==> src/hdl/region_color_statistics_macros.svh <==
// Assertion macros used by the region colour statistics controller.
`ifndef REGION_COLOR_STATISTICS_MACROS_SVH
`define REGION_COLOR_STATISTICS_MACROS_SVH

// Same-cycle implication, disabled during reset.
`define RCS_ASSERT_SAME(label, clk, rst_n, ante, cons, msg) \
    label: assert property (@(posedge clk) disable iff (!rst_n) (ante) |-> (cons)) \
        else $error(msg);

// Next-cycle implication, disabled during reset.
`define RCS_ASSERT_NEXT(label, clk, rst_n, ante, cons, msg) \
    label: assert property (@(posedge clk) disable iff (!rst_n) (ante) |=> (cons)) \
        else $error(msg);

`endif

==> src/hdl/rcs_pkg.sv <==
// Types, constants and helpers for the region colour statistics block.
package rcs_pkg;

    localparam int DEF_COORD_BITS = 12;
    localparam int DEF_COUNT_BITS = 24;
    localparam int DIM_W          = 13;
    localparam int CHAN_W         = 8;
    localparam int NUM_CHAN       = 3;
    localparam int CFG_IDX_W      = 2;
    localparam int Q_W            = 17;
    localparam int FRAC_W         = 16;
    localparam int NUM_JOBS       = 9;

    localparam logic [DIM_W-1:0] DEF_WIDTH  = 13'd640;
    localparam logic [DIM_W-1:0] DEF_HEIGHT = 13'd480;
    localparam logic [Q_W-1:0]   CAP_FULL   = 17'd65536;
    localparam logic [Q_W-1:0]   CAP_FRAC   = 17'd65535;

    typedef enum logic [CFG_IDX_W-1:0] {
        REG_IMAGE_WIDTH  = 2'd0,
        REG_IMAGE_HEIGHT = 2'd1
    } reg_idx_t;

    typedef enum logic [2:0] {
        S_ACC,
        S_MLOAD,
        S_MRUN,
        S_DLOAD,
        S_DRUN,
        S_STORE,
        S_EMIT
    } state_t;

    typedef enum logic [3:0] {
        JOB_AREA,
        JOB_MEAN_X,
        JOB_MEAN_Y,
        JOB_MEAN_L,
        JOB_MEAN_A,
        JOB_MEAN_B,
        JOB_VAR_L,
        JOB_VAR_A,
        JOB_VAR_B
    } job_t;

    typedef struct packed {
        logic       acc;
        logic       mul_load;
        logic       mul_step;
        logic       capture;
        logic       div_load;
        logic       div_step;
        logic       store;
        logic       emit;
        job_t       job;
        logic [1:0] mstep;
    } cmd_t;

    typedef struct packed {
        logic mul_done;
        logic div_done;
    } status_t;

    // Number of products a job needs before its division.
    function automatic logic [1:0] mul_count(job_t job);
        logic [1:0] n;
        unique case (job)
            JOB_AREA, JOB_MEAN_X, JOB_MEAN_Y: n = 2'd1;
            JOB_MEAN_L, JOB_MEAN_A, JOB_MEAN_B: n = 2'd0;
            default: n = 2'd3;
        endcase
        return n;
    endfunction

    // Colour channel a job works on.
    function automatic logic [1:0] chan_sel(job_t job);
        logic [1:0] c;
        unique case (job)
            JOB_MEAN_A, JOB_VAR_A: c = 2'd1;
            JOB_MEAN_B, JOB_VAR_B: c = 2'd2;
            default: c = 2'd0;
        endcase
        return c;
    endfunction

endpackage

==> src/hdl/rcs_pixel_if.sv <==
// Pixel input channel.
interface rcs_pixel_if #(
    parameter int COORD_BITS = rcs_pkg::DEF_COORD_BITS
);
    logic                        valid;
    logic                        ready;
    logic [COORD_BITS-1:0]       x_coord;
    logic [COORD_BITS-1:0]       y_coord;
    logic [rcs_pkg::CHAN_W-1:0]  chan_l;
    logic [rcs_pkg::CHAN_W-1:0]  chan_a;
    logic [rcs_pkg::CHAN_W-1:0]  chan_b;
    logic                        last_pixel;

    modport source (output valid, x_coord, y_coord, chan_l, chan_a, chan_b, last_pixel,
                    input ready);
    modport sink (input valid, x_coord, y_coord, chan_l, chan_a, chan_b, last_pixel,
                  output ready);
endinterface

==> src/hdl/rcs_desc_if.sv <==
// Region descriptor output channel.
interface rcs_desc_if;
    logic                        valid;
    logic                        ready;
    logic [rcs_pkg::Q_W-1:0]     area_fraction;
    logic [rcs_pkg::FRAC_W-1:0]  mean_x_norm;
    logic [rcs_pkg::FRAC_W-1:0]  mean_y_norm;
    logic [rcs_pkg::FRAC_W-1:0]  mean_l;
    logic [rcs_pkg::FRAC_W-1:0]  mean_a;
    logic [rcs_pkg::FRAC_W-1:0]  mean_b;
    logic [rcs_pkg::Q_W-1:0]     inv_var_l;
    logic [rcs_pkg::Q_W-1:0]     inv_var_a;
    logic [rcs_pkg::Q_W-1:0]     inv_var_b;

    modport source (output valid, area_fraction, mean_x_norm, mean_y_norm, mean_l, mean_a,
                    mean_b, inv_var_l, inv_var_a, inv_var_b, input ready);
    modport sink (input valid, area_fraction, mean_x_norm, mean_y_norm, mean_l, mean_a,
                  mean_b, inv_var_l, inv_var_a, inv_var_b, output ready);
endinterface

==> src/hdl/rcs_cfg_if.sv <==
// Configuration write channel.
interface rcs_cfg_if;
    logic                           valid;
    logic                           ready;
    logic [rcs_pkg::CFG_IDX_W-1:0]  index;
    logic [rcs_pkg::DIM_W-1:0]      data;

    modport source (output valid, index, data, input ready);
    modport sink (input valid, index, data, output ready);
endinterface

==> src/hdl/rcs_datapath.sv <==
// Accumulators, shift-add multiplier, restoring divider and result registers.
module rcs_datapath #(
    parameter int COORD_BITS = rcs_pkg::DEF_COORD_BITS,
    parameter int COUNT_BITS = rcs_pkg::DEF_COUNT_BITS
) (
    input  logic                            clk,
    input  logic                            rst_n,
    input  rcs_pkg::cmd_t                   cmd,
    output rcs_pkg::status_t                status,
    input  logic                            cfg_valid,
    input  logic [rcs_pkg::CFG_IDX_W-1:0]   cfg_index,
    input  logic [rcs_pkg::DIM_W-1:0]       cfg_data,
    input  logic [COORD_BITS-1:0]           x_coord,
    input  logic [COORD_BITS-1:0]           y_coord,
    input  logic [rcs_pkg::CHAN_W-1:0]      chan_l,
    input  logic [rcs_pkg::CHAN_W-1:0]      chan_a,
    input  logic [rcs_pkg::CHAN_W-1:0]      chan_b,
    output logic [rcs_pkg::Q_W-1:0]         area_fraction,
    output logic [rcs_pkg::FRAC_W-1:0]      mean_x_norm,
    output logic [rcs_pkg::FRAC_W-1:0]      mean_y_norm,
    output logic [rcs_pkg::FRAC_W-1:0]      mean_l,
    output logic [rcs_pkg::FRAC_W-1:0]      mean_a,
    output logic [rcs_pkg::FRAC_W-1:0]      mean_b,
    output logic [rcs_pkg::Q_W-1:0]         inv_var_l,
    output logic [rcs_pkg::Q_W-1:0]         inv_var_a,
    output logic [rcs_pkg::Q_W-1:0]         inv_var_b
);
    localparam int CNT_W  = COUNT_BITS + 1;
    localparam int SCOL_W = COUNT_BITS + COORD_BITS;
    localparam int SCH_W  = COUNT_BITS + rcs_pkg::CHAN_W;
    localparam int SSQ_W  = COUNT_BITS + 2 * rcs_pkg::CHAN_W;
    localparam int MOP_W  = SSQ_W;
    localparam int PRD_W  = 2 * MOP_W;
    localparam int D_W    = (2 * CNT_W + 16 > SCOL_W + 16) ? 2 * CNT_W + 16 : SCOL_W + 16;
    localparam int MCNT_W = $clog2(MOP_W + 1);
    localparam int DCNT_W = $clog2(D_W + 1);
    localparam int Q_W    = rcs_pkg::Q_W;
    localparam int F_W    = rcs_pkg::FRAC_W;

    logic [rcs_pkg::DIM_W-1:0]  width_reg, height_reg;
    logic [CNT_W-1:0]           cnt_reg;
    logic [SCOL_W-1:0]          scol_reg, srow_reg;
    logic [SCH_W-1:0]           sch_reg [rcs_pkg::NUM_CHAN];
    logic [SSQ_W-1:0]           ssq_reg [rcs_pkg::NUM_CHAN];
    logic [rcs_pkg::CHAN_W-1:0] pix_chan [rcs_pkg::NUM_CHAN];

    logic [PRD_W-1:0]  mcand_reg, prod_reg;
    logic [MOP_W-1:0]  mplier_reg;
    logic [MCNT_W-1:0] mcnt_reg;
    logic [D_W-1:0]    cap_reg [3];

    logic [D_W-1:0]    num_reg, den_reg;
    logic [D_W:0]      rem_reg;
    logic [Q_W-1:0]    q_reg;
    logic              qhi_reg;
    logic [DCNT_W-1:0] dcnt_reg;

    logic [Q_W-1:0]    res_reg [rcs_pkg::NUM_JOBS];
    logic [Q_W-1:0]    out_reg [rcs_pkg::NUM_JOBS];

    logic [rcs_pkg::DIM_W-1:0] w_eff, h_eff;
    logic [MOP_W-1:0]  op_a, op_b;
    logic [D_W-1:0]    num_sel, den_sel, spread;
    logic [1:0]        ch;
    logic [D_W:0]      trial;
    logic [Q_W-1:0]    cap, res_val;

    assign pix_chan[0] = chan_l;
    assign pix_chan[1] = chan_a;
    assign pix_chan[2] = chan_b;

    assign w_eff = (width_reg == '0) ? rcs_pkg::DIM_W'(1) : width_reg;
    assign h_eff = (height_reg == '0) ? rcs_pkg::DIM_W'(1) : height_reg;
    assign ch    = rcs_pkg::chan_sel(cmd.job);

    // configuration
    always_ff @(posedge clk or negedge rst_n)
    begin
        if (!rst_n)
        begin
            width_reg  <= rcs_pkg::DEF_WIDTH;
            height_reg <= rcs_pkg::DEF_HEIGHT;
        end
        else if (cfg_valid)
        begin
            if (cfg_index == rcs_pkg::REG_IMAGE_WIDTH)
                width_reg <= cfg_data;
            else if (cfg_index == rcs_pkg::REG_IMAGE_HEIGHT)
                height_reg <= cfg_data;
        end
    end

    // accumulators; the count stops once its top bit is set
    always_ff @(posedge clk or negedge rst_n)
    begin
        if (!rst_n)
        begin
            cnt_reg  <= '0;
            scol_reg <= '0;
            srow_reg <= '0;
            for (int k = 0; k < rcs_pkg::NUM_CHAN; k++)
            begin
                sch_reg[k] <= '0;
                ssq_reg[k] <= '0;
            end
        end
        else if (cmd.emit)
        begin
            cnt_reg  <= '0;
            scol_reg <= '0;
            srow_reg <= '0;
            for (int k = 0; k < rcs_pkg::NUM_CHAN; k++)
            begin
                sch_reg[k] <= '0;
                ssq_reg[k] <= '0;
            end
        end
        else if (cmd.acc && !cnt_reg[CNT_W-1])
        begin
            cnt_reg  <= cnt_reg + CNT_W'(1);
            scol_reg <= scol_reg + SCOL_W'(x_coord);
            srow_reg <= srow_reg + SCOL_W'(y_coord);
            for (int k = 0; k < rcs_pkg::NUM_CHAN; k++)
            begin
                sch_reg[k] <= sch_reg[k] + SCH_W'(pix_chan[k]);
                ssq_reg[k] <= ssq_reg[k] + SSQ_W'(pix_chan[k]) * SSQ_W'(pix_chan[k]);
            end
        end
    end

    // multiplier operands
    always_comb
    begin
        op_a = MOP_W'(cnt_reg);
        op_b = MOP_W'(cnt_reg);
        unique case (cmd.job)
            rcs_pkg::JOB_AREA:
            begin
                op_a = MOP_W'(w_eff);
                op_b = MOP_W'(h_eff);
            end
            rcs_pkg::JOB_MEAN_X: op_b = MOP_W'(w_eff);
            rcs_pkg::JOB_MEAN_Y: op_b = MOP_W'(h_eff);
            rcs_pkg::JOB_VAR_L, rcs_pkg::JOB_VAR_A, rcs_pkg::JOB_VAR_B:
            begin
                unique case (cmd.mstep)
                    2'd1: op_b = MOP_W'(ssq_reg[ch]);
                    2'd2:
                    begin
                        op_a = MOP_W'(sch_reg[ch]);
                        op_b = MOP_W'(sch_reg[ch]);
                    end
                    default: op_b = MOP_W'(cnt_reg);
                endcase
            end
            default: op_b = MOP_W'(cnt_reg);
        endcase
    end

    always_ff @(posedge clk or negedge rst_n)
    begin
        if (!rst_n)
            mcnt_reg <= '0;
        else if (cmd.mul_load)
            mcnt_reg <= MCNT_W'(MOP_W);
        else if (cmd.mul_step)
            mcnt_reg <= mcnt_reg - MCNT_W'(1);
    end

    always_ff @(posedge clk)
    begin
        if (cmd.mul_load)
        begin
            mcand_reg  <= PRD_W'(op_a);
            mplier_reg <= op_b;
            prod_reg   <= '0;
        end
        else if (cmd.mul_step)
        begin
            if (mplier_reg[0])
                prod_reg <= prod_reg + mcand_reg;
            mcand_reg  <= mcand_reg << 1;
            mplier_reg <= mplier_reg >> 1;
        end
        if (cmd.capture)
            cap_reg[cmd.mstep] <= prod_reg[D_W-1:0];
    end

    // dividend and divisor per job
    always_comb
    begin
        spread  = (cap_reg[1] < cap_reg[2]) ? '0 : cap_reg[1] - cap_reg[2];
        num_sel = D_W'(cnt_reg) << 16;
        den_sel = cap_reg[0];
        cap     = rcs_pkg::CAP_FRAC;
        unique case (cmd.job)
            rcs_pkg::JOB_AREA:   cap = rcs_pkg::CAP_FULL;
            rcs_pkg::JOB_MEAN_X: num_sel = D_W'(scol_reg) << 16;
            rcs_pkg::JOB_MEAN_Y: num_sel = D_W'(srow_reg) << 16;
            rcs_pkg::JOB_MEAN_L, rcs_pkg::JOB_MEAN_A, rcs_pkg::JOB_MEAN_B:
            begin
                num_sel = D_W'(sch_reg[ch]) << 8;
                den_sel = D_W'(cnt_reg);
            end
            default:
            begin
                num_sel = cap_reg[0] << 16;
                den_sel = cap_reg[0] + spread;
                cap     = rcs_pkg::CAP_FULL;
            end
        endcase
    end

    // restoring division, one quotient bit a cycle; bits above Q_W only flag overflow
    assign trial = {rem_reg[D_W-1:0], num_reg[D_W-1]};

    always_ff @(posedge clk or negedge rst_n)
    begin
        if (!rst_n)
            dcnt_reg <= '0;
        else if (cmd.div_load)
            dcnt_reg <= DCNT_W'(D_W);
        else if (cmd.div_step)
            dcnt_reg <= dcnt_reg - DCNT_W'(1);
    end

    always_ff @(posedge clk)
    begin
        if (cmd.div_load)
        begin
            num_reg <= num_sel;
            den_reg <= den_sel;
            rem_reg <= '0;
            q_reg   <= '0;
            qhi_reg <= 1'b0;
        end
        else if (cmd.div_step)
        begin
            num_reg <= num_reg << 1;
            qhi_reg <= qhi_reg | q_reg[Q_W-1];
            if (trial >= {1'b0, den_reg})
            begin
                rem_reg <= trial - {1'b0, den_reg};
                q_reg   <= {q_reg[Q_W-2:0], 1'b1};
            end
            else
            begin
                rem_reg <= trial;
                q_reg   <= {q_reg[Q_W-2:0], 1'b0};
            end
        end
    end

    assign res_val = (qhi_reg || q_reg > cap) ? cap : q_reg;

    always_ff @(posedge clk)
    begin
        if (cmd.store)
            res_reg[cmd.job] <= res_val;
        if (cmd.emit)
            for (int j = 0; j < rcs_pkg::NUM_JOBS; j++)
                out_reg[j] <= res_reg[j];
    end

    assign status.mul_done = (mcnt_reg == '0);
    assign status.div_done = (dcnt_reg == '0);

    assign area_fraction = out_reg[rcs_pkg::JOB_AREA];
    assign mean_x_norm   = out_reg[rcs_pkg::JOB_MEAN_X][F_W-1:0];
    assign mean_y_norm   = out_reg[rcs_pkg::JOB_MEAN_Y][F_W-1:0];
    assign mean_l        = out_reg[rcs_pkg::JOB_MEAN_L][F_W-1:0];
    assign mean_a        = out_reg[rcs_pkg::JOB_MEAN_A][F_W-1:0];
    assign mean_b        = out_reg[rcs_pkg::JOB_MEAN_B][F_W-1:0];
    assign inv_var_l     = out_reg[rcs_pkg::JOB_VAR_L];
    assign inv_var_a     = out_reg[rcs_pkg::JOB_VAR_A];
    assign inv_var_b     = out_reg[rcs_pkg::JOB_VAR_B];

endmodule

==> src/hdl/rcs_controller.sv <==
// Sequencer: accumulation, multiply and divide steps per descriptor field, output hand-off.
`include "region_color_statistics_macros.svh"

module rcs_controller (
    input  logic              clk,
    input  logic              rst_n,
    input  logic              in_valid,
    input  logic              in_last,
    output logic              in_ready,
    input  logic              out_ready,
    output logic              out_valid,
    output rcs_pkg::cmd_t     cmd,
    input  rcs_pkg::status_t  status
);
    rcs_pkg::state_t state_reg, state_next;
    rcs_pkg::job_t   job_reg, job_next;
    logic [1:0]      mstep_reg, mstep_next;
    logic            out_valid_reg, out_valid_next;
    logic            out_free;

    assign out_free = !out_valid_reg || out_ready;

    always_ff @(posedge clk or negedge rst_n)
    begin
        if (!rst_n)
        begin
            state_reg     <= rcs_pkg::S_ACC;
            job_reg       <= rcs_pkg::JOB_AREA;
            mstep_reg     <= 2'd0;
            out_valid_reg <= 1'b0;
        end
        else
        begin
            state_reg     <= state_next;
            job_reg       <= job_next;
            mstep_reg     <= mstep_next;
            out_valid_reg <= out_valid_next;
        end
    end

    // next state
    always_comb
    begin
        state_next = state_reg;
        job_next   = job_reg;
        mstep_next = mstep_reg;
        unique case (state_reg)
            rcs_pkg::S_ACC:
                if (in_valid && in_last)
                begin
                    state_next = rcs_pkg::S_MLOAD;
                    job_next   = rcs_pkg::JOB_AREA;
                    mstep_next = 2'd0;
                end
            rcs_pkg::S_MLOAD: state_next = rcs_pkg::S_MRUN;
            rcs_pkg::S_MRUN:
                if (status.mul_done)
                begin
                    if (mstep_reg + 2'd1 < rcs_pkg::mul_count(job_reg))
                    begin
                        mstep_next = mstep_reg + 2'd1;
                        state_next = rcs_pkg::S_MLOAD;
                    end
                    else
                        state_next = rcs_pkg::S_DLOAD;
                end
            rcs_pkg::S_DLOAD: state_next = rcs_pkg::S_DRUN;
            rcs_pkg::S_DRUN:
                if (status.div_done)
                    state_next = rcs_pkg::S_STORE;
            rcs_pkg::S_STORE:
                if (job_reg == rcs_pkg::JOB_VAR_B)
                    state_next = rcs_pkg::S_EMIT;
                else
                begin
                    job_next   = rcs_pkg::job_t'(job_reg + 4'd1);
                    mstep_next = 2'd0;
                    state_next = (rcs_pkg::mul_count(job_next) == 2'd0) ?
                                 rcs_pkg::S_DLOAD : rcs_pkg::S_MLOAD;
                end
            rcs_pkg::S_EMIT:
                if (out_free)
                    state_next = rcs_pkg::S_ACC;
            default: state_next = rcs_pkg::S_ACC;
        endcase
    end

    // outputs
    always_comb
    begin
        cmd          = '0;
        cmd.job      = job_reg;
        cmd.mstep    = mstep_reg;
        cmd.acc      = (state_reg == rcs_pkg::S_ACC) && in_valid;
        cmd.mul_load = (state_reg == rcs_pkg::S_MLOAD);
        cmd.mul_step = (state_reg == rcs_pkg::S_MRUN) && !status.mul_done;
        cmd.capture  = (state_reg == rcs_pkg::S_MRUN) && status.mul_done;
        cmd.div_load = (state_reg == rcs_pkg::S_DLOAD);
        cmd.div_step = (state_reg == rcs_pkg::S_DRUN) && !status.div_done;
        cmd.store    = (state_reg == rcs_pkg::S_STORE);
        cmd.emit     = (state_reg == rcs_pkg::S_EMIT) && out_free;
        in_ready     = (state_reg == rcs_pkg::S_ACC);
        out_valid_next = cmd.emit ? 1'b1 : (out_valid_reg && !out_ready);
    end

    assign out_valid = out_valid_reg;

    `RCS_ASSERT_NEXT(a_last_starts, clk, rst_n, in_valid && in_ready && in_last, state_reg == rcs_pkg::S_MLOAD && job_reg == rcs_pkg::JOB_AREA, "last pixel did not start the descriptor")
    `RCS_ASSERT_SAME(a_mstep_range, clk, rst_n, state_reg == rcs_pkg::S_MRUN, mstep_reg < rcs_pkg::mul_count(job_reg), "product step beyond job")
    `RCS_ASSERT_NEXT(a_final_emit, clk, rst_n, state_reg == rcs_pkg::S_STORE && job_reg == rcs_pkg::JOB_VAR_B, state_reg == rcs_pkg::S_EMIT, "last field stored without emit")
    `RCS_ASSERT_NEXT(a_emit_valid, clk, rst_n, cmd.emit, out_valid_reg && state_reg == rcs_pkg::S_ACC, "emitted descriptor not presented")

endmodule

==> src/hdl/region_color_statistics.sv <==
// Region colour statistics: top level joining the sequencer and the datapath.
// Pixels are taken one per clock while the block accumulates. The pixel flagged last is
// accumulated too and then the nine descriptor fields are worked out one after another:
// a shift-add multiplier of COUNT_BITS+16 bits (one bit a cycle) forms the products and a
// restoring divider (one quotient bit a cycle over the full dividend width) the quotients.
// During this work no pixel is accepted; the finished descriptor sits in an output register so
// the next region can be accumulated while it waits. Accumulators clear when the descriptor
// is loaded into the output register.
module region_color_statistics #(
    parameter int COORD_BITS = rcs_pkg::DEF_COORD_BITS,
    parameter int COUNT_BITS = rcs_pkg::DEF_COUNT_BITS
) (
    input  logic      clk,
    input  logic      rst_n,
    rcs_pixel_if.sink pixel,
    rcs_desc_if.source desc,
    rcs_cfg_if.sink   cfg
);
    rcs_pkg::cmd_t    cmd;
    rcs_pkg::status_t status;

    assign cfg.ready = 1'b1;

    rcs_controller u_ctrl (
        .clk       (clk),
        .rst_n     (rst_n),
        .in_valid  (pixel.valid),
        .in_last   (pixel.last_pixel),
        .in_ready  (pixel.ready),
        .out_ready (desc.ready),
        .out_valid (desc.valid),
        .cmd       (cmd),
        .status    (status)
    );

    rcs_datapath #(
        .COORD_BITS (COORD_BITS),
        .COUNT_BITS (COUNT_BITS)
    ) u_dp (
        .clk           (clk),
        .rst_n         (rst_n),
        .cmd           (cmd),
        .status        (status),
        .cfg_valid     (cfg.valid),
        .cfg_index     (cfg.index),
        .cfg_data      (cfg.data),
        .x_coord       (pixel.x_coord),
        .y_coord       (pixel.y_coord),
        .chan_l        (pixel.chan_l),
        .chan_a        (pixel.chan_a),
        .chan_b        (pixel.chan_b),
        .area_fraction (desc.area_fraction),
        .mean_x_norm   (desc.mean_x_norm),
        .mean_y_norm   (desc.mean_y_norm),
        .mean_l        (desc.mean_l),
        .mean_a        (desc.mean_a),
        .mean_b        (desc.mean_b),
        .inv_var_l     (desc.inv_var_l),
        .inv_var_a     (desc.inv_var_a),
        .inv_var_b     (desc.inv_var_b)
    );

endmodule

==> src/flat_wrapper.sv <==
// flat-port wrapper written by rule: the top's interface ports become plain ports
module region_color_statistics_flat 
#(
    parameter int COORD_BITS = rcs_pkg::DEF_COORD_BITS,
    parameter int COUNT_BITS = rcs_pkg::DEF_COUNT_BITS
)
  (clk, rst_n, pixel_valid, pixel_x_coord, pixel_y_coord, pixel_chan_l, pixel_chan_a, pixel_chan_b, pixel_last_pixel, pixel_ready, desc_valid, desc_area_fraction, desc_mean_x_norm, desc_mean_y_norm, desc_mean_l, desc_mean_a, desc_mean_b, desc_inv_var_l, desc_inv_var_a, desc_inv_var_b, desc_ready, cfg_valid, cfg_index, cfg_data, cfg_ready);
  rcs_pixel_if #(.COORD_BITS(COORD_BITS)) pixel_i ();
  rcs_desc_if desc_i ();
  rcs_cfg_if cfg_i ();
  input  logic clk;
  input  logic rst_n;
  input wire logic [$bits(pixel_i.valid)-1:0] pixel_valid;
  input wire logic [$bits(pixel_i.x_coord)-1:0] pixel_x_coord;
  input wire logic [$bits(pixel_i.y_coord)-1:0] pixel_y_coord;
  input wire logic [$bits(pixel_i.chan_l)-1:0] pixel_chan_l;
  input wire logic [$bits(pixel_i.chan_a)-1:0] pixel_chan_a;
  input wire logic [$bits(pixel_i.chan_b)-1:0] pixel_chan_b;
  input wire logic [$bits(pixel_i.last_pixel)-1:0] pixel_last_pixel;
  output wire logic [$bits(pixel_i.ready)-1:0] pixel_ready;
  output wire logic [$bits(desc_i.valid)-1:0] desc_valid;
  output wire logic [$bits(desc_i.area_fraction)-1:0] desc_area_fraction;
  output wire logic [$bits(desc_i.mean_x_norm)-1:0] desc_mean_x_norm;
  output wire logic [$bits(desc_i.mean_y_norm)-1:0] desc_mean_y_norm;
  output wire logic [$bits(desc_i.mean_l)-1:0] desc_mean_l;
  output wire logic [$bits(desc_i.mean_a)-1:0] desc_mean_a;
  output wire logic [$bits(desc_i.mean_b)-1:0] desc_mean_b;
  output wire logic [$bits(desc_i.inv_var_l)-1:0] desc_inv_var_l;
  output wire logic [$bits(desc_i.inv_var_a)-1:0] desc_inv_var_a;
  output wire logic [$bits(desc_i.inv_var_b)-1:0] desc_inv_var_b;
  input wire logic [$bits(desc_i.ready)-1:0] desc_ready;
  input wire logic [$bits(cfg_i.valid)-1:0] cfg_valid;
  input wire logic [$bits(cfg_i.index)-1:0] cfg_index;
  input wire logic [$bits(cfg_i.data)-1:0] cfg_data;
  output wire logic [$bits(cfg_i.ready)-1:0] cfg_ready;
  assign pixel_i.valid = pixel_valid;
  assign pixel_i.x_coord = pixel_x_coord;
  assign pixel_i.y_coord = pixel_y_coord;
  assign pixel_i.chan_l = pixel_chan_l;
  assign pixel_i.chan_a = pixel_chan_a;
  assign pixel_i.chan_b = pixel_chan_b;
  assign pixel_i.last_pixel = pixel_last_pixel;
  assign pixel_ready = pixel_i.ready;
  assign desc_valid = desc_i.valid;
  assign desc_area_fraction = desc_i.area_fraction;
  assign desc_mean_x_norm = desc_i.mean_x_norm;
  assign desc_mean_y_norm = desc_i.mean_y_norm;
  assign desc_mean_l = desc_i.mean_l;
  assign desc_mean_a = desc_i.mean_a;
  assign desc_mean_b = desc_i.mean_b;
  assign desc_inv_var_l = desc_i.inv_var_l;
  assign desc_inv_var_a = desc_i.inv_var_a;
  assign desc_inv_var_b = desc_i.inv_var_b;
  assign desc_i.ready = desc_ready;
  assign cfg_i.valid = cfg_valid;
  assign cfg_i.index = cfg_index;
  assign cfg_i.data = cfg_data;
  assign cfg_ready = cfg_i.ready;
  region_color_statistics #(.COORD_BITS(COORD_BITS), .COUNT_BITS(COUNT_BITS)) u_core (.clk(clk), .rst_n(rst_n), .pixel(pixel_i), .desc(desc_i), .cfg(cfg_i));
endmodule
==> config.mk <==
export PLATFORM = sky130hd
export DESIGN_NAME = region_color_statistics_flat
export DESIGN_NICKNAME = d
export VERILOG_FILES = /design/src/hdl/rcs_pkg.sv /design/src/hdl/rcs_pixel_if.sv /design/src/hdl/rcs_desc_if.sv /design/src/hdl/rcs_cfg_if.sv /design/src/hdl/rcs_datapath.sv /design/src/hdl/rcs_controller.sv /design/src/hdl/region_color_statistics.sv /design/src/flat_wrapper.sv
export VERILOG_INCLUDE_DIRS = /design/src /design/src/hdl
export SDC_FILE = /design/constraint.sdc
export NUM_CORES = 2
export LEC_CHECK = 0
export BUFFER_PORTS_ARGS = -buffer_cell sky130_fd_sc_hd__buf_2
export CAP_MARGIN = 15
export CELL_PAD_IN_SITES_DETAIL_PLACEMENT = 0
export CELL_PAD_IN_SITES_GLOBAL_PLACEMENT = 2
export CORE_ASPECT_RATIO = 0.5
export CORE_MARGIN = 3
export CORE_UTILIZATION = 45
export CTS_CLUSTER_SIZE = 20
export DETAILED_ROUTE_END_ITERATION = 7
export PLACE_DENSITY_LB_ADDON = 0.3
export SLEW_MARGIN = 20
export SYNTH_ARGS = -nofsm -noshare
export SYNTH_HDL_FRONTEND = slang
export SYNTH_HIERARCHICAL = 1
export SYNTH_SLANG_ARGS = --single-unit
==> constraint.sdc <==
create_clock -name clk -period 18.3 [get_ports clk]
set_input_delay 0.915 -clock clk [delete_from_list [all_inputs] [get_ports clk]]
set_output_delay 0.915 -clock clk [all_outputs]
set_load 0.1 [all_outputs]
==> run metrics <==
CP Capture Type register; Post-Syn Area 0.0741 mm^2; Total Die Area 0.170 mm^2; ys async rst share 29.3%; area post-placement 0.0770 mm^2; cts hold-fix bufs 0; gr usage total 23.5%; global-route wire length before repair 318000 um; row cnt 104; Final Instance Area 0.0812 mm^2; drt drc 0; worst vdd ir 0.0000734 V; CTS H-tree lvls 3; status complete, no violations; YS warnings 6; CP startpoint u_core/u_dp/cap_reg[1][0]$_DFFE_PP_; TritonCTS clock tree built; Initial DRT Pass Iterations 6; Mapped Nets 8265; Die Width 580 um; Reg2Reg Depth 29; Avg Cell Area, Syn 9.73 um^2; die height 293 um; DR vias/cell 5.62; area leader, netlist edfxtp_1; Post-synth EDFFs 698; CTS Root Cell clkbuf_16; WP buf/inv 4; Synth Register Bits 1236; largest net degree at the start of global routing 145; CORE AREA 0.162 mm^2; Slew HR 22.5%; global route hottest layer met2; Worst setup SP type register; Critical R2R Capture u_core/u_dp/den_reg[65]$_DFFE_PP_; grt met2 use 38.2%; ANT nets after route 0; Initial DRC Count 4136; post-synthesis cell count 7611; # nets final 8264; DR vias 55500; Min Clock Period, post-route 8.61 ns; required time of the critical path 18.77 ns; Final Hold Fails 0; Clock Sinks 1236; Crit Path Category register to register; slowest stage delay, CP 0.69 ns; Leakage 33.8 nW; Reg2Reg Setup Slack 9.69 ns; worst skew pair latency 0.74 ns; Resize count post-CTS 0; Longest Clk Path Bufs 3; aggregate negative setup slack 0 ns; Initial Utilization 45.7%; Clk pin slew, worst setup/hold paths 0.07 ns; CP top delay family compound AO/OA/AOI/OAI gates; Largest register FFs 198; vias in the first global route 54500; min-delay worst type primary input to asynchronous set/reset pin; RSZ-0062 raised after global routing no; Congestion Overflow GR 0; fin crit share 47.0%; multi-input logic area 0.0375 mm^2; dpl hpwl 148000 um; slowest CP cell a21oi_4; fillers 15100; WL per Instance 20.5 um; share of layout cells above drive strength 1 8.21%; total CTS buffers 115; most used cell along the critical path inv_1; GPL Wtd Cong 0.892; Syn-to-layout area delta 9.67%; post-synth top area share 28.3%; final setup violation count 0; worst clock skew 0.0379 ns; maxcap violations 0; IO Count 220; predominant post-synthesis flop cell edfxtp_1; met3 Use GR 2.92%; RR Startpoint u_core/u_dp/cap_reg[1][0]$_DFFE_PP_; Worst Path Max Fanout 37; register area share after synthesis 45.3%; grt met1 use 33.5%; register area 0.0335 mm^2; quantity of I/O buffers inserted on ports 218; PD cells 74.4 mW/mm^2; Final Max Tran Viols 0; measured slew at the worst slew-check pin 1.15 ns; setup bufs post-CTS 0; Arr. time, crit path 9.08 ns; Area contributors post-synth edfxtp_1, dfrtp_1, ha_1; initial antenna violation count 3; Synth cell types 102; Post-Route WL 203000 um; Fmax achieved 116 MHz
[per-layer routing]
metal  vias up  wire length, um  share of wire [%]
li1      27000                -                  -
met1     27100            95600                 47
met2      1165            93400                 46
met3       266             9350                4.6
met4         2             4770                2.3
met5         -               20             0.0098
[layout by cell type (no fill, tap or decap), types with 47 or more instances in the layout]
cell type | netlist | layout
and2_1 | 88 | 84
ha_1 | 459 | 458
clkbuf_16 | 0 | 119
o21ai_0 | 339 | 339
xnor2_1 | 254 | 254
inv_1 | 436 | 435
a311oi_1 | 55 | 55
dfxtp_1 | 176 | 176
dfrtp_1 | 356 | 356
a211oi_1 | 78 | 77
o21bai_1 | 79 | 79
a22oi_1 | 75 | 75
a21o_1 | 205 | 204
mux2i_1 | 116 | 116
nand4_1 | 91 | 91
nor2_1 | 735 | 727
nor2b_1 | 72 | 68
nand3_1 | 187 | 187
buf_2 | 23 | 217
a21oi_1 | 587 | 584
edfxtp_1 | 698 | 698
nor3_1 | 86 | 81
nand2b_1 | 48 | 47
xor2_1 | 260 | 260
a31oi_1 | 112 | 112
and3_1 | 85 | 84
buf_4 | 1 | 65
nand2_1 | 874 | 873
fa_1 | 126 | 126
[power breakdown]
| group | leakage [nW] | switching [mW] | internal (mW) |
|---|---|---|---|
| registers | 12.0 | 0.0166 | 2.93 |
| clock network | 2.04 | 1.15 | 1.52 |
| logic | 19.7 | 0.245 | 0.189 |
| total | 33.8 | 1.41 | 4.63 |
[metrics by stage]
stage                     std cells  util, %  hold WS (ns)  setup slack, ns  power [mW]
after global routing           9887     50.1         0.161             9.04        6.29
final                          9887     50.1         0.150             9.69        6.04
after global placement         9666     47.5         0.400             9.83        3.44
after floorplan                7611        -         0.400             8.73        3.33
after detailed placement       9666     47.5         0.405             9.80        3.44
after CTS                      9886     50.1         0.147             9.79        6.11
[worst max path at each step]
stage	to	slack, ns	cells past startpoint
2_1_floorplan	u_core/u_dp/sch_reg[86]$_DFFE_PN0P_	8.73	10
3_3_place_gp	u_core/u_dp/den_reg[65]$_DFFE_PP_	9.83	29
3_5_place_dp	u_core/u_dp/den_reg[65]$_DFFE_PP_	9.80	29
4_1_cts	u_core/u_dp/den_reg[65]$_DFFE_PP_	9.79	29
5_1_grt	u_core/u_dp/den_reg[65]$_DFFE_PP_	9.04	28
6_report	u_core/u_dp/den_reg[65]$_DFFE_PP_	9.69	29
[cell type report]
cell class | count | area share [%]
antenna | 1 | 0.00308
clock inverter | 75 | 1.28
tap | 2173 | 3.35
sequential | 1236 | 41.3
timing repair buffer | 285 | 2.01
clock buffer | 145 | 3.91
inverter | 436 | 2.01
multi-input combinational | 5536 | 46.1
[cells by family after synthesis]
group,synth area share [%]
AO/OA/AOI/OAI,16.0
XOR/XNOR,6.08
adder cells (fa/ha/maj),11.2
buffers and inverters,4.38
flip-flops,45.3
multiplexers,2.28
other,0.00506
AND/OR/NAND/NOR,14.8
[cell usage after synthesis, types with 75 or more instances]
cell type,count
ha_1,459
o21bai_1,79
clkbuf_1,335
nand4_1,91
and3_1,85
xor2_1,260
inv_1,436
a211oi_1,78
mux2i_1,116
nand2_1,874
fa_1,126
dfrtp_1,356
nor3_1,86
and2_1,88
o21ai_0,339
a31oi_1,112
a21oi_1,587
xnor2_1,254
dfxtp_1,176
nor2_1,735
edfxtp_1,698
a22oi_1,75
a21o_1,205
nand3_1,187
Power figures use the tool's default switching activity.
